File: config.mk
export PLATFORM = sky130hd
export DESIGN_NAME = rdm_discovery_responder
export DESIGN_NICKNAME = d
export VERILOG_FILES = /design/src/hdl/rdm_pkg.sv /design/src/hdl/rdm_front.sv /design/src/hdl/rdm_queue.sv /design/src/hdl/rdm_back.sv /design/src/hdl/rdm_discovery_responder.sv
export SDC_FILE = /design/constraint.sdc
export NUM_CORES = 1
export LEC_CHECK = 0
export BUFFER_PORTS_ARGS = -buffer_cell sky130_fd_sc_hd__buf_2
export CORE_ASPECT_RATIO = 1.5
export CORE_MARGIN = 1.5
export CORE_UTILIZATION = 55
export DETAILED_ROUTE_END_ITERATION = 7
export GPL_ROUTABILITY_DRIVEN = 1
export PLACE_DENSITY = 0.79
export REMOVE_ABC_BUFFERS = 1
export SKIP_LAST_GASP = 1
export SLEW_MARGIN = 15
export SYNTH_ARGS = -nofsm -noshare
export SYNTH_HDL_FRONTEND = slang
export SYNTH_HIERARCHICAL = 1
export SYNTH_SLANG_ARGS = --single-unit
File: constraint.sdc
create_clock -name clock -period 4.39 [get_ports clock]
set_input_delay 0.2195 -clock clock [delete_from_list [all_inputs] [get_ports clock]]
set_output_delay 0.2195 -clock clock [all_outputs]
set_load 0.01 [all_outputs]
File: src/hdl/rdm_pkg.sv
// ----------------------------------------------------------------------------
// RDM discovery responder package
// Shared codes, the queue entry type and the discovery response encoder.
// ----------------------------------------------------------------------------
package rdm_pkg;

   localparam int UID_W       = 48;
   localparam int BYTE_IDX_W  = 5;
   localparam int QUEUE_DEPTH = 2;

   localparam logic [7:0]  DISC_CLASS        = 8'h10;
   localparam logic [15:0] PID_UNIQUE_BRANCH = 16'h0001;
   localparam logic [15:0] PID_MUTE          = 16'h0002;
   localparam logic [15:0] PID_UN_MUTE       = 16'h0003;
   localparam logic [15:0] SUB_DEVICE_FLAG   = 16'h0002;
   localparam logic [15:0] CHECKSUM_SEED     = 16'h05FA;

   localparam logic [2:0] KIND_IGNORED    = 3'd0;
   localparam logic [2:0] KIND_DISC_BYTE  = 3'd1;
   localparam logic [2:0] KIND_MUTE_ACK   = 3'd2;
   localparam logic [2:0] KIND_UNMUTE_ACK = 3'd3;
   localparam logic [2:0] KIND_PASS_ON    = 3'd4;
   localparam logic [2:0] KIND_DROPPED    = 3'd5;

   localparam logic [BYTE_IDX_W-1:0] LAST_BYTE_IDX = 5'd23;
   localparam logic [BYTE_IDX_W-1:0] PREAMBLE_END  = 5'd7;

   typedef struct packed {
      logic [2:0]  kind;
      logic [15:0] control;
      logic        group;
      logic        muted;
   } desc_type;

   function automatic logic [15:0] uid_checksum(input logic [UID_W-1:0] uid);
      logic [15:0] sum;
      sum = CHECKSUM_SEED
          + {8'h00, uid[47:40]} + {8'h00, uid[39:32]} + {8'h00, uid[31:24]}
          + {8'h00, uid[23:16]} + {8'h00, uid[15:8]}  + {8'h00, uid[7:0]};
      return sum;
   endfunction

   function automatic logic [7:0] response_byte(input logic [UID_W-1:0] uid,
                                                input logic [15:0] sum,
                                                input logic [BYTE_IDX_W-1:0] idx);
      logic [7:0]            mask;
      logic [7:0]            raw;
      logic [BYTE_IDX_W-2:0] pair;
      mask = idx[0] ? 8'h55 : 8'hAA;
      pair = idx[BYTE_IDX_W-1:1];
      case (pair)
         4'd4:    raw = uid[47:40];
         4'd5:    raw = uid[39:32];
         4'd6:    raw = uid[31:24];
         4'd7:    raw = uid[23:16];
         4'd8:    raw = uid[15:8];
         4'd9:    raw = uid[7:0];
         4'd10:   raw = sum[15:8];
         default: raw = sum[7:0];
      endcase
      if (idx < PREAMBLE_END) begin
         return 8'hFE;
      end else if (idx == PREAMBLE_END) begin
         return 8'hAA;
      end else begin
         return raw | mask;
      end
   endfunction

endpackage

File: src/hdl/rdm_front.sv
// ----------------------------------------------------------------------------
// RDM request classifier
// Accepts request headers, decodes the destination, keeps the discovery mute
// flag and pushes one result descriptor per request into the queue.
// ----------------------------------------------------------------------------
module rdm_front
   import rdm_pkg::*;
(
   input  logic             clock,
   input  logic             reset,
   input  logic             req_valid,
   output logic             req_stall,
   input  logic [UID_W-1:0] req_dest_uid,
   input  logic [7:0]       req_cmd_class,
   input  logic [15:0]      req_pid,
   input  logic [7:0]       req_param_length,
   input  logic [UID_W-1:0] req_lower_bound_uid,
   input  logic [UID_W-1:0] req_upper_bound_uid,
   input  logic [UID_W-1:0] device_uid,
   input  logic             has_sub_devices,
   input  logic             queue_full,
   output logic             push,
   output desc_type         push_desc
);

   logic muted_ff, muted_in;
   logic bcast, vcast, for_me, in_range;
   logic is_mute_pid;

   assign req_stall = queue_full;
   assign push      = req_valid && !queue_full;

   assign bcast  = (req_dest_uid == {UID_W{1'b1}});
   assign vcast  = (req_dest_uid[47:32] == device_uid[47:32]) &&
                   (req_dest_uid[31:0] == 32'hFFFF_FFFF);
   assign for_me = vcast || (req_dest_uid == device_uid);
   assign in_range = (req_lower_bound_uid <= device_uid) &&
                     (device_uid <= req_upper_bound_uid);
   assign is_mute_pid = (req_pid == PID_MUTE) || (req_pid == PID_UN_MUTE);

   always_comb begin
      muted_in          = muted_ff;
      push_desc.kind    = KIND_IGNORED;
      push_desc.control = 16'h0000;
      push_desc.group   = 1'b0;
      if (!for_me && !bcast) begin
         push_desc.kind = KIND_IGNORED;
      end else if (req_cmd_class != DISC_CLASS) begin
         push_desc.kind  = KIND_PASS_ON;
         push_desc.group = bcast || vcast;
      end else if (req_pid == PID_UNIQUE_BRANCH) begin
         if (!muted_ff && in_range) begin
            push_desc.kind = KIND_DISC_BYTE;
         end
      end else if (is_mute_pid) begin
         if (req_param_length != 8'h00) begin
            push_desc.kind = KIND_DROPPED;
         end else begin
            muted_in = (req_pid == PID_MUTE);
            if (for_me) begin
               push_desc.kind    = (req_pid == PID_MUTE) ? KIND_MUTE_ACK
                                                         : KIND_UNMUTE_ACK;
               push_desc.control = has_sub_devices ? SUB_DEVICE_FLAG : 16'h0000;
            end
         end
      end
      push_desc.muted = muted_in;
   end

   always_ff @(posedge clock) begin
      if (reset) begin
         muted_ff <= 1'b0;
      end else if (push) begin
         muted_ff <= muted_in;
      end
   end

endmodule

File: src/hdl/rdm_queue.sv
// ----------------------------------------------------------------------------
// RDM descriptor queue
// Short first-in first-out queue between the classifier and the emitter.
// ----------------------------------------------------------------------------
module rdm_queue
   import rdm_pkg::*;
#(
   parameter int Depth = QUEUE_DEPTH
)
(
   input  logic     clock,
   input  logic     reset,
   input  logic     push,
   input  desc_type push_desc,
   output logic     full,
   input  logic     pop,
   output desc_type head_desc,
   output logic     empty
);

   localparam int PtrW = (Depth > 1) ? $clog2(Depth) : 1;
   localparam int CntW = $clog2(Depth + 1);

   desc_type            entry_ff [Depth];
   logic [PtrW-1:0]     wr_ptr_ff, wr_ptr_in;
   logic [PtrW-1:0]     rd_ptr_ff, rd_ptr_in;
   logic [CntW-1:0]     count_ff, count_in;

   assign full      = (count_ff == CntW'(Depth));
   assign empty     = (count_ff == '0);
   assign head_desc = entry_ff[rd_ptr_ff];

   always_comb begin
      wr_ptr_in = wr_ptr_ff;
      rd_ptr_in = rd_ptr_ff;
      count_in  = count_ff;
      if (push) begin
         wr_ptr_in = (wr_ptr_ff == PtrW'(Depth - 1)) ? '0 : wr_ptr_ff + 1'b1;
      end
      if (pop) begin
         rd_ptr_in = (rd_ptr_ff == PtrW'(Depth - 1)) ? '0 : rd_ptr_ff + 1'b1;
      end
      if (push && !pop) begin
         count_in = count_ff + 1'b1;
      end else if (pop && !push) begin
         count_in = count_ff - 1'b1;
      end
   end

   always_ff @(posedge clock) begin
      if (reset) begin
         wr_ptr_ff <= '0;
         rd_ptr_ff <= '0;
         count_ff  <= '0;
      end else begin
         wr_ptr_ff <= wr_ptr_in;
         rd_ptr_ff <= rd_ptr_in;
         count_ff  <= count_in;
      end
   end

   always_ff @(posedge clock) begin
      if (push) begin
         entry_ff[wr_ptr_ff] <= push_desc;
      end
   end

endmodule

File: src/hdl/rdm_back.sv
// ----------------------------------------------------------------------------
// RDM result emitter
// Turns queued descriptors into result items, expanding a discovery answer
// into its encoded response bytes, and holds the output register.
// ----------------------------------------------------------------------------
module rdm_back
   import rdm_pkg::*;
(
   input  logic             clock,
   input  logic             reset,
   input  desc_type         head_desc,
   input  logic             empty,
   output logic             pop,
   input  logic [UID_W-1:0] device_uid,
   output logic             rsp_valid,
   input  logic             rsp_stall,
   output logic [2:0]       rsp_result_kind,
   output logic [7:0]       rsp_response_byte,
   output logic [15:0]      rsp_control_field,
   output logic             rsp_group_addressed,
   output logic             rsp_muted_now,
   output logic             rsp_is_last
);

   logic                  valid_ff;
   logic [2:0]            kind_ff;
   logic [7:0]            byte_ff, byte_in;
   logic [15:0]           control_ff;
   logic                  group_ff, muted_ff, last_ff, last_in;
   logic [BYTE_IDX_W-1:0] idx_ff;
   logic                  load, is_disc;
   logic [15:0]           checksum;

   assign load     = !empty && (!valid_ff || !rsp_stall);
   assign is_disc  = (head_desc.kind == KIND_DISC_BYTE);
   assign last_in  = !is_disc || (idx_ff == LAST_BYTE_IDX);
   assign pop      = load && last_in;
   assign checksum = uid_checksum(device_uid);
   assign byte_in  = is_disc ? response_byte(device_uid, checksum, idx_ff) : 8'h00;

   always_ff @(posedge clock) begin
      if (reset) begin
         valid_ff <= 1'b0;
         idx_ff   <= '0;
      end else begin
         if (load) begin
            valid_ff <= 1'b1;
            idx_ff   <= last_in ? '0 : idx_ff + 1'b1;
         end else if (!rsp_stall) begin
            valid_ff <= 1'b0;
         end
      end
   end

   always_ff @(posedge clock) begin
      if (load) begin
         kind_ff    <= head_desc.kind;
         byte_ff    <= byte_in;
         control_ff <= head_desc.control;
         group_ff   <= head_desc.group;
         muted_ff   <= head_desc.muted;
         last_ff    <= last_in;
      end
   end

   assign rsp_valid           = valid_ff;
   assign rsp_result_kind     = kind_ff;
   assign rsp_response_byte   = byte_ff;
   assign rsp_control_field   = control_ff;
   assign rsp_group_addressed = group_ff;
   assign rsp_muted_now       = muted_ff;
   assign rsp_is_last         = last_ff;

endmodule

File: src/hdl/rdm_discovery_responder.sv
// ----------------------------------------------------------------------------
// RDM discovery responder
// Classifies decoded request headers by destination and answers discovery.
// ----------------------------------------------------------------------------
// The first result item of a request passes through the descriptor queue
// and the output register before it is shown. The emitter gives one result
// item per cycle while the output is not stalled: a unique branch answer is
// 24 response bytes, any other request one; the classifier takes one item
// per cycle while the queue has room. Synchronous reset clears the mute flag,
// queue, valid flag and configuration registers to zero, not the output data.
// ----------------------------------------------------------------------------
module rdm_discovery_responder
   import rdm_pkg::*;
#(
   parameter int QueueDepth = QUEUE_DEPTH
)
(
   input  logic             clock,
   input  logic             reset,
   input  logic             csr_write,
   input  logic             csr_index,
   input  logic [UID_W-1:0] csr_data,
   input  logic             req_valid,
   output logic             req_stall,
   input  logic [UID_W-1:0] req_dest_uid,
   input  logic [7:0]       req_cmd_class,
   input  logic [15:0]      req_pid,
   input  logic [7:0]       req_param_length,
   input  logic [UID_W-1:0] req_lower_bound_uid,
   input  logic [UID_W-1:0] req_upper_bound_uid,
   output logic             rsp_valid,
   input  logic             rsp_stall,
   output logic [2:0]       rsp_result_kind,
   output logic [7:0]       rsp_response_byte,
   output logic [15:0]      rsp_control_field,
   output logic             rsp_group_addressed,
   output logic             rsp_muted_now,
   output logic             rsp_is_last
);

   logic [UID_W-1:0] device_uid_ff;
   logic             sub_devices_ff;
   logic             push, pop, queue_full, queue_empty;
   desc_type         push_desc, head_desc;

   always_ff @(posedge clock) begin
      if (reset) begin
         device_uid_ff  <= '0;
         sub_devices_ff <= 1'b0;
      end else if (csr_write) begin
         if (csr_index == 1'b0) begin
            device_uid_ff <= csr_data;
         end else begin
            sub_devices_ff <= csr_data[0];
         end
      end
   end

   rdm_front u_front (
      .clock               (clock),
      .reset               (reset),
      .req_valid           (req_valid),
      .req_stall           (req_stall),
      .req_dest_uid        (req_dest_uid),
      .req_cmd_class       (req_cmd_class),
      .req_pid             (req_pid),
      .req_param_length    (req_param_length),
      .req_lower_bound_uid (req_lower_bound_uid),
      .req_upper_bound_uid (req_upper_bound_uid),
      .device_uid          (device_uid_ff),
      .has_sub_devices     (sub_devices_ff),
      .queue_full          (queue_full),
      .push                (push),
      .push_desc           (push_desc)
   );

   rdm_queue #(
      .Depth (QueueDepth)
   ) u_queue (
      .clock     (clock),
      .reset     (reset),
      .push      (push),
      .push_desc (push_desc),
      .full      (queue_full),
      .pop       (pop),
      .head_desc (head_desc),
      .empty     (queue_empty)
   );

   rdm_back u_back (
      .clock               (clock),
      .reset               (reset),
      .head_desc           (head_desc),
      .empty               (queue_empty),
      .pop                 (pop),
      .device_uid          (device_uid_ff),
      .rsp_valid           (rsp_valid),
      .rsp_stall           (rsp_stall),
      .rsp_result_kind     (rsp_result_kind),
      .rsp_response_byte   (rsp_response_byte),
      .rsp_control_field   (rsp_control_field),
      .rsp_group_addressed (rsp_group_addressed),
      .rsp_muted_now       (rsp_muted_now),
      .rsp_is_last         (rsp_is_last)
   );

endmodule
==> results of run 1 <==
==> power breakdown <==
part           leakage, uW  internal (uW)  switching, uW
combinational      0.00450            681            899
sequential         0.00118           1620            107
clock             0.000276            836            552
==> per-stage QoR <==
step | total power, uW | util [%]
after floorplan | 2700 | -
after global placement | 3280 | 64.8
after detailed placement | 3320 | 64.8
after CTS | 4700 | 67.8
after global routing | 4970 | 67.8
final | 4700 | 67.8
==> final timing paths <==
path,from,endpoint,slack (ps),depth (start not counted)
worst min-delay path,req_pid[0],u_front/muted_ff$_SDFFE_PP0P_,40,2
worst min register to register,u_queue/count_ff[1]$_SDFFE_PP0P_,u_queue/count_ff[1]$_SDFFE_PP0P_,510,2
worst max-delay path,device_uid_ff[28]$_SDFFE_PP0P_,u_back/rsp_response_byte[7]$_SDFFCE_PP0P_,250,14
worst max register to register,device_uid_ff[28]$_SDFFE_PP0P_,u_back/rsp_response_byte[7]$_SDFFCE_PP0P_,250,14
==> flip-flops by register name (all words and copies together), names as in the netlist, named ones only <==
signal / cells
u_queue/entry_ff: 42
u_front/muted_ff: 1
u_back/rsp_is_last: 1
u_back/rsp_valid: 1
u_queue/rd_ptr_ff: 1
u_back/idx_ff: 5
u_back/rsp_result_kind: 3
u_back/rsp_control_field: 16
sub_devices_ff: 1
u_back/rsp_response_byte: 8
u_back/rsp_group_addressed: 1
device_uid_ff: 48
u_queue/count_ff: 2
u_back/rsp_muted_now: 1
u_queue/wr_ptr_ff: 1
==> logic make-up after synthesis <==
group	Yosys count	synth area share, %
multiplexers	38	4.10
XOR/XNOR	60	4.90
buffers and inverters	241	9.88
AND/OR/NAND/NOR	289	17.9
flip-flops	133	31.6
AO/OA/AOI/OAI	194	12.0
adder cells (fa/ha/maj)	149	19.6
other	1	0.0350
==> critical path, stage by stage (launching register included) <==
cell and delay, ps:
dfxtp_1 430, inv_1 100, fa_1 510, inv_1 50, fa_1 480, inv_1 60
fa_1 500, fa_1 520, inv_1 40, ha_1 340, o21ai_0 200, o21bai_1 120
a21oi_1 220, mux2i_1 190, o21ai_0 90
==> Yosys cell counts (3+ instances only) <==
library cell    n  area, um^2
nor3_1          4        20.0
a31oi_1         6        37.5
fa_1           32         641
o22ai_1         4        25.0
and2_1          3        18.8
xor2_1         56         490
nor2b_1         7        43.8
or3_1           3        18.8
a32oi_1         3        26.3
clkbuf_1       15        56.3
edfxtp_1       72        2160
o21ai_0        23         115
xnor2_1         4        35.0
a211oi_1        8        60.1
ha_1          117        1460
mux2i_1         9        90.1
a311oi_1        3        26.3
buf_6           3        33.8
inv_1         183         687
buf_2          13        65.1
o21ai_1        23         115
nand4bb_1      48         541
o21ai_2        21         184
and3_1          4        25.0
a21o_1         12        90.1
nor2_1         26        97.6
buf_4          21         158
o21a_1          4        30.0
dfxtp_1        61        1220
a21oi_1        56         280
clkbuf_2        4        20.0
nand4_1        30         188
nand2_1        48         180
mux2_2         27         304
nand2b_1       50         313
nor4_1         24         150
and4_1          6        52.6
nand3_1        17        85.1
a221oi_1        5        43.8
a22oi_1         3        22.5
==> timing repair <==
item / 4_1_cts / 5_1_grt
setup endpoints to repair: 0 / 1
resized for setup: 0 / 1
setup buffers: 0 / 0
==> per-layer routing <==
metal,track usage [%],wire length (um),vias to the layer above
met1,36.3,11800,4479
met5,0,0,-
met4,24.4,2670,0
li1,-,-,4443
met2,57.7,16600,530
met3,6.83,2290,153
==> placed cells by master (no fill, tap or decap), types with 32 or more instances in the layout <==
cell type    n
nand2b_1    50
a21oi_1     55
ha_1       117
inv_1      183
dfxtp_1     60
xor2_1      56
nand4bb_1   48
fa_1        32
nand2_1     48
buf_4       50
edfxtp_1    72
buf_2      261
==> layout make-up <==
| cell class | count | area share (%) |
|---|---|---|
| clock buffers | 20 | 3.36 |
| inverters | 183 | 5.29 |
| flip-flops and latches | 133 | 26.0 |
| multi-input cells | 745 | 48.9 |
| repair buffers | 311 | 12.9 |
| well taps | 256 | 2.46 |
| clock inverters | 12 | 1.00 |
| diodes | 2 | 0.0385 |
==> out/qor.yml, run 1 <==
outcome:
  outcome: "complete, no violations"
sta:
  clock.fmax_mhz: 242
  tns_ps: 0
  final-max-slew-violation-count: 0
  fin_worst_skew_ps: 10.8
  holdWs_ps: 38.9
  fin_crit_sh_pct: 94.3
  rsz0062_at_grt: "no"
  layout_setup_ws_ps: 250
  finalSetupViolCount: 0
  slew_headroom_pct: 23.0
  post-route-min-period_ps: 4140
  hold_violations: 0
  worstMarginPinSlew_ps: 1150
drt:
  viasPerCell: 5.78
  antenna_left: 0
  drt-pass1-iter-count: 5
  drc: 0
  via_count: 9605
  wl_per_cell_um: 20.1
  wl_mm: 33.4
  drtIter0Drc: 724
finish:
  instances_no_fill: 1662
  drive_above_1_share_pct: 29.1
  multiInputGateArea_mm2: 0.00635
  final_area_mm2: 0.0130
  fin_nets: 1770
  regArea_mm2: 0.00338
  fillCellCount: 1566
  syn_to_final_growth_pct: 21.2
yosys:
  ys_ff_latch: 133
  synth_area_mm2: 0.0107
  synth_flop_cell: "edfxtp_1"
  synth.yosys.seq_area_share_pct: 31.6
  synthArstFlopShare_pct: 0
  yosysWarningCount: 6
  synth.distinct_cells: 75
  postSynthAreaPerCell_um2: 9.70
  netlist_instances: 1105
  synth_edf_count: 72
die:
  initial_core_util_pct: 56.0
  placementRows: 62
  die-area_mm2: 0.0204
  ioPinCount: 262
  die_h_um: 174
  die_w_um: 117
  core_area_mm2: 0.0192
cts:
  cts_inserted_buffers: 17
  insertion_delay_ps: 430
  cts_tree: "built"
  clk_pin_slew_ps: 60
  clock_path_buffers: 2
  cts_hold_buf: 0
  cts_root_buf: "clkbuf_16"
  cts_sinks: 133
  cts_max_level: 4
critical_path:
  worstPathRequired_ps: 4540
  crit_fanout: 6
  critPathCaptureType: "flop"
  criticalPathCategory: "flop to flop"
  critPathLaunchType: "flop"
  worst_ep_arrival_time_ps: 4290
global_route:
  grt-ovfl-total: 0
  antenna_found_initial: 2
  grt_pass1_wl_mm: 51.5
  grt_pass1_vias: 9905
  grt_max_degree: 81
  grt_use_total_pct: 33.8
placement:
  place_area_mm2: 0.0124
  hpwlAfterDp_mm: 26.6
  post-place-ws_ps: 179
  dp_cells: 1628
  place.gp.congestion: 1.04
  port_buffers: 261
flow_run:
  maxCapViolations: 0
hold_path:
  min_path_type: "primary input to flop"
power_and_ir_drop:
  power_density_mw_per_mm2: 361
  peakVddDrop_uv: 251
  p_leak_uw: 0.00596
(Power assumes the default switching activity.)
==> inputs of run 2 (changes only) <==
ABC_AREA = 1   (was default)
PLACE_DENSITY = 0.78   (was 0.79)
==> run 2 against run 1 <==
- sequential power increased by 3%
- setup slack improved by 31 ps
- sequential cell count unchanged
- final cell count increased by 26%
- first-iteration DRC count decreased by 16%
- critical path depth increased by 2
- area after synthesis increased by 4.9%
- global-route usage decreased by 3.0 points
- non-clock buffer count decreased by 27
- routed wire length decreased by 3.4%
- combinational power increased by 39%
- critical path type unchanged
- critical endpoint unchanged
==> out/qor.yml, run 2 <==
yosys:
  synth_top_area_share_pct: 19.2
  synthArstFlopShare_pct: 0
  postSynthAreaPerCell_um2: 7.32
  synth_edf_count: 72
  synth_area_mm2: 0.0113
  synth_flop_cell: "edfxtp_1"
  yosysWarningCount: 6
  yosys.area.top_type: "edfxtp_1"
  netlist_instances: 1537
  synth.yosys.seq_area_share_pct: 30.1
  yosysMostFrequentCell: "nand2_1"
  ys_ff_latch: 133
  synthTopCellsByArea: "edfxtp_1 (19%), ha_1 (13%), nand2_1 (12%)"
  synthTopCellsByCount: "nand2_1 (354), inv_1 (316), nor2_1 (204)"
  synth.distinct_cells: 43
sta:
  holdWs_ps: 77.7
  hold_violations: 0
  clock.fmax_mhz: 243
  tns_ps: 0
  fin_crit_sh_pct: 93.6
  fin_worst_skew_ps: 9.15
  rsz0062_at_grt: "no"
  post-route-min-period_ps: 4110
  final-max-slew-violation-count: 0
  slew_headroom_pct: 34.5
  finalSetupViolCount: 0
  worstMarginPinSlew_ps: 981
power_and_ir_drop:
  p_int_uw: 3390
  p_switching_uw: 2050
  pwr-share-comb_pct: 40.3
  p_leak_uw: 0.00716
  sw_frac_of_total_pct: 37.7
  power_density_mw_per_mm2: 405
  peakVddDrop_uv: 203
  power_frac_seq_pct: 32.9
  power_frac_clock_pct: 26.8
flow_run:
  maxCapViolations: 0
cts:
  clock_path_buffers: 2
  cts_inserted_buffers: 17
  insertion_delay_ps: 420
  cts_root_buf: "clkbuf_16"
  post_cts_buffers: 0
  cts_tree: "built"
  cts_max_level: 4
  clk_pin_slew_ps: 60
  cts_sinks: 133
  cts_hold_buf: 0
finish:
  fin_nets: 2192
  final_cell_mix: "nand2_1 (354), inv_1 (316), buf_2 (261), nor2_1 (203), ha_1 (117)"
  syn_to_final_growth_pct: 19.4
  regMostFlops: "device_uid_ff"
  largest_reg_flops: 48
  drive_above_1_share_pct: 21.1
  final_common_cell: "nand2_1"
  diodes: 0
  fillCellCount: 1739
die:
  ioPinCount: 262
  die-area_mm2: 0.0213
  die_w_um: 120
  core_area_mm2: 0.0199
  placementRows: 63
  die_h_um: 178
  initial_core_util_pct: 56.4
critical_path:
  crit_fanout: 6
  critPathLaunchType: "flop"
  criticalPathCategory: "flop to flop"
  cp-startpoint: "device_uid_ff[28]$_SDFFE_PP0P_"
  reg2reg_from: "device_uid_ff[28]$_SDFFE_PP0P_"
  r2r_cells: 16
  reg2reg_slack_ps: 280
  critPathCaptureType: "flop"
  worstPathRequired_ps: 4660
  r2r_end: "u_back/rsp_response_byte[7]$_SDFFCE_PP0P_"
  worst_ep_arrival_time_ps: 4370
  critPathCapture: "u_back/rsp_response_byte[7]$_SDFFCE_PP0P_"
global_route:
  grt_use_total_pct: 30.8
  antenna_found_initial: 0
  grt_max_degree: 51
  grt_pass1_wl_mm: 50.5
  grt_pass1_vias: 10284
  grt-ovfl-total: 0
drt:
  viasPerCell: 5.03
  wl_per_cell_um: 15.5
  drt-pass1-iter-count: 5
  via_count: 10486
  antenna_left: 0
  drc: 0
  drtIter0Drc: 608
  wl_mm: 32.3
outcome:
  outcome: "complete, no violations"
hold_path:
  min_path_type: "primary input to flop"
placement:
  place.gp.congestion: 0.987
  hpwlAfterDp_mm: 26.3
  port_buffers: 261
run 2: cell count changes after synthesis, sizes merged, moves of 50 or more:
| cell | previous run | this run |
|---|---|---|
| xor2 | 56 | 4 |
| nand3 | 17 | 96 |
| nand2 | 48 | 363 |
| inv | 183 | 335 |
| nand2b | 50 | 0 |
| nor2 | 26 | 215 |
run 2: cell type report:
class                      count  area (um^2)  share of cell area (%)
multi-input combinational   1042         6380                    47.5
sequential                   133         3380                    25.2
timing repair buffer         284         1490                    11.1
inverter                     335         1260                    9.36
clock buffer                  18          429                    3.19
tap                          260          325                    2.42
clock inverter                14          166                    1.24
run 2: per-stage QoR:
step	util, %	cell area (um^2)	setup slack [ps]	power (uW)	cells
finish	67.4	13400	281	5440	2086
global route	67.4	13400	18.5	5830	2086
CTS	67.3	13400	274	5460	2085
detailed placement	64.3	12800	296	3980	2053
global placement	64.3	12800	383	3910	2053
floorplan	-	11000	480	3280	1510
run 2: worst min-delay path by stage:
stage                                            from                       endpoint  depth (start not counted)
after global placement    sub_devices_ff$_SDFFE_PP0P_    sub_devices_ff$_SDFFE_PP0P_                          2
after CTS                                   rsp_stall  u_back/rsp_valid$_SDFFE_PP0P_                          3
after detailed placement  sub_devices_ff$_SDFFE_PP0P_    sub_devices_ff$_SDFFE_PP0P_                          2
after floorplan                                 reset    sub_devices_ff$_SDFFE_PP0P_                          1
after global routing                      csr_data[0]    sub_devices_ff$_SDFFE_PP0P_                          3
final                                       rsp_stall  u_back/rsp_valid$_SDFFE_PP0P_                          3
run 2: cells by family (layout without fill, tap and decap cells):
kind of cell             count (synthesis)  after routing  share of synthesized area (%)
AND/OR/NAND/NOR                        722            722                           27.3
buffers and inverters                  376            651                           13.7
adder cells (fa/ha/maj)                149            149                           18.7
flip-flops                             133            133                           30.1
AO/OA/AOI/OAI                          102            102                           4.84
XOR/XNOR                                33             33                           2.57
multiplexers                            21             21                           2.77
other                                    1             15                         0.0333
run 2: repair_timing:
item	CTS	global route
hold endpoints to repair	0	0
resized for setup	0	1
setup endpoints to repair	0	1
run 2: critical path: stages (launching register included):
cell and delay [ps]:
dfxtp_1 440, inv_1 100, fa_1 530, inv_1 50, fa_1 470, inv_1 50, fa_1 490, fa_1 510
inv_1 40, ha_1 350, or2_2 310, and2_1 190, nand2_1 80, nand2_1 50, nand2_1 60, nand3_1 70
a21oi_1 150
run 2: layer usage:
metal | global-route usage (%) | part of all wire, % | vias up
met2 | 57.6 | 53 | 343
met3 | 3.87 | 4.3 | 91
met4 | 16.8 | 5.2 | 0
met1 | 33.6 | 38 | 4754
met5 | 0 | 0 | -
li1 | - | - | 5298
run 2: power groups by stage:
stage	combinational (uW)	sequential (uW)	clock, uW
after floorplan	1390	1880	0
after global placement	2110	1800	0
after detailed placement	2170	1810	0
after CTS	2190	1800	1480
after global routing	2490	1820	1520
final	2190	1790	1460
==> inputs of run 3 (changes only) <==
CORE_MARGIN = default   (was 1.5)
==> run 3 against run 2 <==
- via count increased by 0.81%
- first-iteration DRC count decreased by 3.9%
- sequential power about the same
- sequential cell count unchanged
- sequential share of layout area decreased by 0.070 points
- maximum frequency increased by 0.59%
- non-clock buffer count increased by 3
- largest power group unchanged
==> out/qor.yml, run 3 (synthesized netlist as in run 2, its figures left out) <==
outcome:
  outcome: "complete, no violations"
global_route:
  grt_pass1_wl_mm: 50.5
  grt_util_met3_pct: 4.19
  grt-ovfl-total: 0
  grt_use_total_pct: 31.2
  met2_usage_pct: 58.8
  use_met1_pct: 33.4
  antenna_found_initial: 0
  grt_pass1_vias: 10289
  grt_busiest_layer: "met2"
  grt_max_degree: 52
finish:
  final_common_cell: "nand2_1"
  largest_reg_flops: 48
  regArea_mm2: 0.00338
  regMostFlops: "device_uid_ff"
  syn_to_final_growth_pct: 19.7
  fin_nets: 2195
  drive_above_1_share_pct: 21.2
  diodes: 0
  multiInputGateArea_mm2: 0.00638
  fillCellCount: 1721
  final_cell_mix: "nand2_1 (354), inv_1 (316), buf_2 (261), nor2_1 (203), ha_1 (117)"
die:
  die_w_um: 119
  core_area_mm2: 0.0199
  die_h_um: 177
  initial_core_util_pct: 56.4
  ioPinCount: 262
  die-area_mm2: 0.0210
  placementRows: 63
critical_path:
  crit_fanout: 5
  critPathCaptureType: "flop"
  critPathLaunchType: "flop"
  worst_ep_arrival_time_ps: 4270
  cp-startpoint: "device_uid_ff[27]$_SDFFE_PP0P_"
  worstPathRequired_ps: 4570
  criticalPathCategory: "flop to flop"
  reg2reg_from: "device_uid_ff[27]$_SDFFE_PP0P_"
  r2r_cells: 17
sta:
  layout_setup_ws_ps: 305
  clock.fmax_mhz: 245
  hold_violations: 0
  fin_crit_sh_pct: 93.1
  finalSetupViolCount: 0
  slew_headroom_pct: 23.8
  final-max-slew-violation-count: 0
  holdWs_ps: 71.4
  worstMarginPinSlew_ps: 1140
  fin_worst_skew_ps: 8.42
  rsz0062_at_grt: "no"
  tns_ps: 0
  post-route-min-period_ps: 4080
power_and_ir_drop:
  p_switching_uw: 2050
  p_int_uw: 3440
  p_leak_uw: 0.00718
  peakVddDrop_uv: 272
  pwr-share-comb_pct: 40.7
  power_frac_seq_pct: 32.2
  power.total_uw: 5490
  sw_frac_of_total_pct: 37.4
  power_frac_clock_pct: 27.2
  power_density_mw_per_mm2: 408
drt:
  via_count: 10571
  viasPerCell: 5.06
  wl_mm: 32.2
  antenna_left: 0
  drtIter0Drc: 584
  wl_per_cell_um: 15.4
  drt-pass1-iter-count: 5
  drc: 0
placement:
  post-place-ws_ps: 316
  place.gp.congestion: 1.00
  port_buffers: 261
  hpwlAfterDp_mm: 26.3
cts:
  cts_hold_buf: 0
  post_cts_buffers: 0
  clock_path_buffers: 2
  cts_inserted_buffers: 17
  insertion_delay_ps: 430
  postCtsResizedCells: 0
  cts_sinks: 133
  cts_root_buf: "clkbuf_16"
  clk_pin_slew_ps: 60
  cts_max_level: 4
  cts_tree: "built"
hold_path:
  min_path_type: "primary input to flop"
  hold_depth: 3
  hold_start: "rsp_stall"
flow_run:
  maxCapViolations: 0
-- run 3: cell type report --
class | count | area share [%]
clock inverters | 14 | 1.32
well taps | 260 | 2.41
clock buffers | 18 | 3.19
flip-flops and latches | 133 | 25.1
multi-input cells | 1042 | 47.4
inverters | 335 | 9.33
repair buffers | 287 | 11.2
-- run 3: worst max-delay path, stage by stage (launching register included) --
cell	delay, ps
dfxtp_1	420
inv_1	110
fa_1	500
inv_1	50
fa_1	470
inv_1	60
fa_1	540
inv_1	50
fa_1	510
fa_1	480
nand3_1	100
nand2_1	120
nand2_1	100
nand3_1	70
nand3_1	90
nand3_1	70
nand2_1	60
nand2_1	40
-- run 3: path summary, 6_finish.rpt --
kind                                          endpoint  slack (ps)
max          u_back/rsp_response_byte[2]$_SDFFCE_PP0P_         310
min                      u_back/rsp_valid$_SDFFE_PP0P_          70
max reg2reg  u_back/rsp_response_byte[2]$_SDFFCE_PP0P_         310
min reg2reg                sub_devices_ff$_SDFFE_PP0P_         460
-- run 3: stage by stage --
stage	cells	instance area, um^2	utilization, %
floorplan	1510	11000	-
global placement	2056	12800	64.4
detailed placement	2056	12800	64.4
CTS	2088	13500	67.5
global route	2089	13500	67.6
finish	2089	13500	67.6
-- run 3: power groups by stage --
stage	combinational [uW]	sequential, uW	clock [uW]
floorplan	1390	1880	0
global placement	2150	1780	0
detailed placement	2200	1790	0
CTS	2230	1770	1510
global route	2520	1790	1560
finish	2230	1770	1490
-- run 3: metal layers --
layer | share of wire, % | wire [um]
met1 | 38 | 12200
met2 | 53 | 17200
met3 | 4.1 | 1320
met4 | 4.9 | 1570
met5 | 0 | 0
